**src/design/ims_pkg.sv**
```systemverilog
`timescale 1ns / 1ps

package ims_pkg;

	localparam int LATTICE_WIDTH_DEF  = 64;
	localparam int LATTICE_HEIGHT_DEF = 64;

	localparam int SITE_W     = 12;
	localparam int DRAW_W     = 16;
	localparam int THR_W      = 17;
	localparam int DE_W       = 5;
	localparam int MAG_W      = 14;
	localparam int ENG_W      = 15;
	localparam int S_TDATA_W  = 32;
	localparam int M_TDATA_W  = 40;
	localparam int CFG_IDX_W  = 1;
	localparam int CFG_DATA_W = THR_W;
	localparam int RECIP_SHIFT = 24;

	localparam logic [CFG_IDX_W-1:0] REG_THR_DE4 = 1'b0;
	localparam logic [CFG_IDX_W-1:0] REG_THR_DE8 = 1'b1;
	localparam logic [THR_W-1:0]     THR_RESET   = 17'h10000;

	typedef enum logic [3:0] {
		ST_CLEAR,
		ST_IDLE,
		ST_REDUCE,
		ST_DIVIDE,
		ST_SPLIT,
		ST_RD_C,
		ST_RD_L,
		ST_RD_R,
		ST_RD_U,
		ST_RD_D,
		ST_GATHER,
		ST_UPDATE
	} state_t;

	typedef enum logic [2:0] {
		SEL_CENTER,
		SEL_LEFT,
		SEL_RIGHT,
		SEL_UP,
		SEL_DOWN
	} rd_sel_t;

	typedef struct packed {
		logic    clr_wr;
		logic    load;
		logic    reduce;
		logic    divide;
		logic    split;
		logic    rd_en;
		rd_sel_t rd_sel;
		logic    commit;
	} ims_cmd_t;

	typedef struct packed {
		logic clr_last;
		logic out_free;
	} ims_sts_t;

endpackage

```
**src/design/ims_ctrl.sv**
```systemverilog
`timescale 1ns / 1ps

module ims_ctrl (
	input  logic              clk,
	input  logic              arst_n,
	input  logic              s_tvalid,
	output logic              s_tready,
	input  ims_pkg::ims_sts_t sts,
	output ims_pkg::ims_cmd_t cmd
);
	import ims_pkg::*;

	state_t state_q;
	state_t state_d;

	always_ff @(posedge clk or negedge arst_n) begin
		if (!arst_n) begin
			state_q <= ST_CLEAR;
		end else begin
			state_q <= state_d;
		end
	end

	always_comb begin
		state_d = state_q;
		case (state_q)
			ST_CLEAR: begin
				if (sts.clr_last) begin
					state_d = ST_IDLE;
				end
			end
			ST_IDLE: begin
				if (s_tvalid) begin
					state_d = ST_REDUCE;
				end
			end
			ST_REDUCE: state_d = ST_DIVIDE;
			ST_DIVIDE: state_d = ST_SPLIT;
			ST_SPLIT:  state_d = ST_RD_C;
			ST_RD_C:   state_d = ST_RD_L;
			ST_RD_L:   state_d = ST_RD_R;
			ST_RD_R:   state_d = ST_RD_U;
			ST_RD_U:   state_d = ST_RD_D;
			ST_RD_D:   state_d = ST_GATHER;
			ST_GATHER: state_d = ST_UPDATE;
			ST_UPDATE: begin
				if (sts.out_free) begin
					state_d = ST_IDLE;
				end
			end
			default:   state_d = ST_CLEAR;
		endcase
	end

	always_comb begin
		cmd        = '0;
		cmd.rd_sel = SEL_CENTER;
		s_tready   = 1'b0;
		case (state_q)
			ST_CLEAR:  cmd.clr_wr = 1'b1;
			ST_IDLE: begin
				s_tready = 1'b1;
				cmd.load = s_tvalid;
			end
			ST_REDUCE: cmd.reduce = 1'b1;
			ST_DIVIDE: cmd.divide = 1'b1;
			ST_SPLIT:  cmd.split = 1'b1;
			ST_RD_C: begin
				cmd.rd_en  = 1'b1;
				cmd.rd_sel = SEL_CENTER;
			end
			ST_RD_L: begin
				cmd.rd_en  = 1'b1;
				cmd.rd_sel = SEL_LEFT;
			end
			ST_RD_R: begin
				cmd.rd_en  = 1'b1;
				cmd.rd_sel = SEL_RIGHT;
			end
			ST_RD_U: begin
				cmd.rd_en  = 1'b1;
				cmd.rd_sel = SEL_UP;
			end
			ST_RD_D: begin
				cmd.rd_en  = 1'b1;
				cmd.rd_sel = SEL_DOWN;
			end
			ST_GATHER: ;
			ST_UPDATE: cmd.commit = sts.out_free;
			default:   ;
		endcase
	end

endmodule

```
**config.mk**
```make
export PLATFORM = sky130hd
export DESIGN_NAME = ims_ctrl
export DESIGN_NICKNAME = d
export VERILOG_FILES = /design/src/design/ims_pkg.sv /design/src/design/ims_ctrl.sv
export SDC_FILE = /design/constraint.sdc
export NUM_CORES = 1
export LEC_CHECK = 0
export BUFFER_PORTS_ARGS = -buffer_cell sky130_fd_sc_hd__buf_2
export CAP_MARGIN = 5
export CORE_AREA = 2 2 39 41
export CTS_CLUSTER_DIAMETER = 40
export DETAILED_ROUTE_END_ITERATION = 10
export DIE_AREA = 0 0 41 43
export HOLD_SLACK_MARGIN = 0.1
export PLACE_DENSITY = 0.54
export SETUP_SLACK_MARGIN = 0.2
export SLEW_MARGIN = 30
export SYNTH_ARGS = -nofsm -noshare
export SYNTH_HDL_FRONTEND = slang
export SYNTH_SLANG_ARGS = --single-unit
```
**constraint.sdc**
```tcl
create_clock -name clk -period 1.2 [get_ports clk]
set_input_delay 0.06 -clock clk [delete_from_list [all_inputs] [get_ports clk]]
set_output_delay 0.06 -clock clk [all_outputs]
set_load 0.005 [all_outputs]
```
After elaboration in Yosys (flattened, before gate mapping). Index checks and enable logic that the tools add are counted.

Bits in registers: 4. Latch bits: 0. Memory bits (writable): 0. Bits in read-only memories: 0. Input bits: 5. Output and inout port bits: 11. Memories kept: 0.

Add/subtract/negate cells: 0. Multipliers: 0. Div/mod/pow operators: 0. Magnitude comparators: 0. Equal/unequal tests: 14. Shift operators: 0. Muxes and demuxes: 12. Bitwise logic cells: 0. Reduce and logical (&&, ||, !) cells: 2.

Operators with widths (count): $pmux W4 S12 (1); $pmux W4 S5 (1); $eq A4 B3 Y1 const B (4); $eq A4 B4 Y1 const B (4); $mux W4 (3); $eq A4 B2 Y1 const B (2); $mux W1 (7); $ne A2 B2 Y1 const B (3); $eq A4 B1 Y1 const B (1); $logic_not A4 Y1 (1); $reduce_and A3 Y1 (1).

Depth between registers and ports, before layout.
Depth after elaboration: 3. Mapped depth: 4. Gate-level depth less buffers: 3.

Least setup slack after synthesis. OpenSTA, ideal clock, no wires.

Path type: register to register. Start point: reg state_q[0]. End point: reg state_q[0]. Library setup time: 120 ps. Arrival time: 1168 ps. Required time: 1080 ps. Slack: -88 ps. Cell stages (with the launch flop): 5. Path buffers: 1. Cell sequence: dfrtp_1 -> buf_6 -> or4_1 -> a21oi_1 -> nor2_1.

Cells in the longest elaborated chain, start to end: 3. Elaborated cells between the ends (all ways): 17. Those cells by class: 14 x eq/ne; 1 x mux; 2 x reduce/logical.

RTL lines: from (decl) (RTL line ims_ctrl.sv:13) `state_t state_q;`; from (signal assigned) (RTL line ims_ctrl.sv:20) `state_q <= state_d;`; $eq A4 B4 Y1 (tied with other cells) (RTL line ims_ctrl.sv:26) `case (state_q)`; $ne A2 B2 Y1 (no source line); $reduce_and A3 Y1 (no source line).

Parallel ways exist; a longest one is shown, timed or not. A chain may end at the register's enable or synchronous reset.

==> flow_summary.toml <==
[status]
run_status = "finished, violations left"
violations = "negative setup slack"

[drt]
wl_per_cell_um = 14.0
drt_iter0_markers = 8
drtAntennaViolNets = 0
vias_per_cell = 4.92
wl_um = 1180
drt_first_pass_iters = 4
vias = 413
drc = 0

[power]
power_density_mw_per_mm2 = 3060
switchingPower_mw = 0.853
clockPowerShare = 0.088
sw_frac_of_total = 0.443
p_int_mw = 1.07
p_leak_nw = 0.299
comb_power_share = 0.733
power_frac_seq = 0.178
ir_worst_vdd_v = 0.000970

[clocking]
clock-sinks = 4
clk_pin_slew_ns = 0.04
ctsRootBufferMaster = "clkbuf_4"
clock_latency_ns = 0.24
cts_tree = "yes"
cts_buffers = 3
htreeDepth = 1
clockBufferDepth = 2

[floorplan]
die_x_um = 41
fp.dieH_um = 43
row_count = 14
core_mm2 = 0.00138
dieArea_mm2 = 0.00176
pin_count = 16
start_util = 0.224

[critical_path]
reg2reg_slack_ns = -0.03
crit_chain = "buf_6, nand2b_4, o22ai_1, buf_2"
crit_family = "flip-flops"
crit_path_start_kind = "register"
crit_slowest_cell = "dfrtp_2"
required_ns = 1.14
max_stage_delay_ns = 0.45
r2r_start = "state_q[1]$_DFFE_PN0P_"
worstPathArrival_ns = 1.35
end_kind = "output pin"
rr_worst_depth = 3
cp_num_buf_inv = 2
r2r-end = "state_q[0]$_DFFE_PN0P_"
path_max_fanout = 5
crit_type = "reg -> out"

[timing]
setup_viol = 10
fin_ws_ns = -0.211
final-max-slew-violation-count = 0
period_minus_slack_ns = 1.41
worstMarginPinSlew_ns = 0.227
tns_ns = -0.915
worst_hold_slack_ns = 0.158
slew_headroom = 0.847
hold_viol = 0
max_freq_mhz = 709
fin_crit_sh = 1.18
rsz0062_at_grt = "yes"
skew_ns = 0.00372

[logic_synthesis]
ys_types = 21
yosys_warnings = 0
yosysTopAreaCell = "dfrtp_1"
synth_edf_count = 0
seq_area_frac_synth = 0.323
synth.most_common_cell = "nor2_1"
avgSynthCellArea_um2 = 7.57
synth_top_area_frac = 0.323
ys_seq_elements = 4
synthTopCellsByArea = "dfrtp_1, nor2_1, nand2b_1"
netlist_area_um2 = 310
synth_cells = 41
syn-num-nets = 46
synthArstFlopShare = 1.00
yosys-top-cells-count = "nor2_1, dfrtp_1, nand2b_1, nor3_1, o22ai_1"
synth_ff_type = "dfrtp_1"

[final_layout]
diodes = 0
top_register = "state_q"
drive_above_1_share = 0.706
largest_reg_flops = 4
nets = 75
area_delta_synth_final_pct = 103
biggestRegsByFlops = "state_q: 4 flops"
stdcell_count = 84
nFillCells = 136

[placement]
dp_cells = 75
numPortBuffers = 15
pre_cts_ws_ns = 0.0231
place_congestion = 0.733
dpl.hpwl_um = 665

[global_route]
antenna_found_initial = 0
grt_pass1_vias = 379
grt_overflow = 0
grt_usage = 0.132
grt_pass1_wl_um = 1580
grt_start_max_net_pins = 9

[min_path]
hp-class = "in -> async"

[flow_run]
max_cap_violations = 0
## power by group through the flow
stage	logic, mW	registers (mW)	clock network, mW
3_3_place_gp	0.879	0.286	0
3_5_place_dp	0.870	0.289	0
6_report	1.41	0.344	0.170
4_1_cts	1.12	0.338	0.177
2_1_floorplan	0.621	0.244	0
5_1_grt	1.52	0.353	0.182
## layer usage
metal  track usage  wire length [um]  up-vias
met5             0                 0        -
met4        0.0200                37        0
met3        0.0628                36        4
met2         0.194               617       11
met1         0.175               488      199
li1              -                 -      199
## timing repair
action                                 in CTS  in global routing
endpoints found under the hold margin       4                  0
resized for setup                          18                 10
pin swaps                                   3                  3
setup endpoints to repair                  15                 15
hold buffers                                1                  0
buffers inserted                            2                  3
## placed cells by master, fill, tap and decap left out, types with 3 or more instances in the layout
master | netlist | layout
nor2_1 | 7 | 4
buf_4 | 0 | 5
clkbuf_4 | 0 | 3
buf_2 | 2 | 15
buf_6 | 1 | 7
nand2b_4 | 0 | 3
## final cells by class
| type | instances | area, um2 | share of cell area |
|---|---|---|---|
| Clock buffer | 3 | 22.5 | 0.0358 |
| Inverter | 1 | 3.75 | 0.00596 |
| Multi-Input combinational cell | 32 | 279 | 0.443 |
| Sequential cell | 4 | 103 | 0.163 |
| Tap cell | 16 | 20.0 | 0.0318 |
| Timing Repair Buffer | 28 | 201 | 0.320 |
## stage by stage
stage	util	total power [mW]	cell area, um2
floorplan	-	0.865	325
global placement	0.316	1.16	438
detailed placement	0.316	1.16	438
CTS	0.403	1.63	558
global route	0.455	2.05	629
finish	0.455	1.93	629
## kinds of logic (layout without fill, tap and decap cells)
| kind of cell | Yosys count | in the layout | share of synthesized area |
|---|---|---|---|
| AND/OR/NAND/NOR | 22 | 22 | 0.367 |
| AO/OA/AOI/OAI | 9 | 9 | 0.190 |
| buffers and inverters | 5 | 32 | 0.0927 |
| flip-flops | 4 | 4 | 0.323 |
| XOR/XNOR | 1 | 1 | 0.0282 |
## worst max path at each step
stage	from	cells after the start	slack, ns	endpoint
after floorplan	state_q[1]$_DFFE_PN0P_	4	-0.05	state_q[0]$_DFFE_PN0P_
after global placement	state_q[1]$_DFFE_PN0P_	3	0.05	state_q[0]$_DFFE_PN0P_
after detailed placement	state_q[1]$_DFFE_PN0P_	3	0.02	state_q[0]$_DFFE_PN0P_
after CTS	state_q[3]$_DFFE_PN0P_	3	-0.11	cmd[7]
after global routing	state_q[3]$_DFFE_PN0P_	4	-0.20	cmd[4]
final	state_q[3]$_DFFE_PN0P_	4	-0.21	cmd[4]
Power figures use the tool's default switching activity.
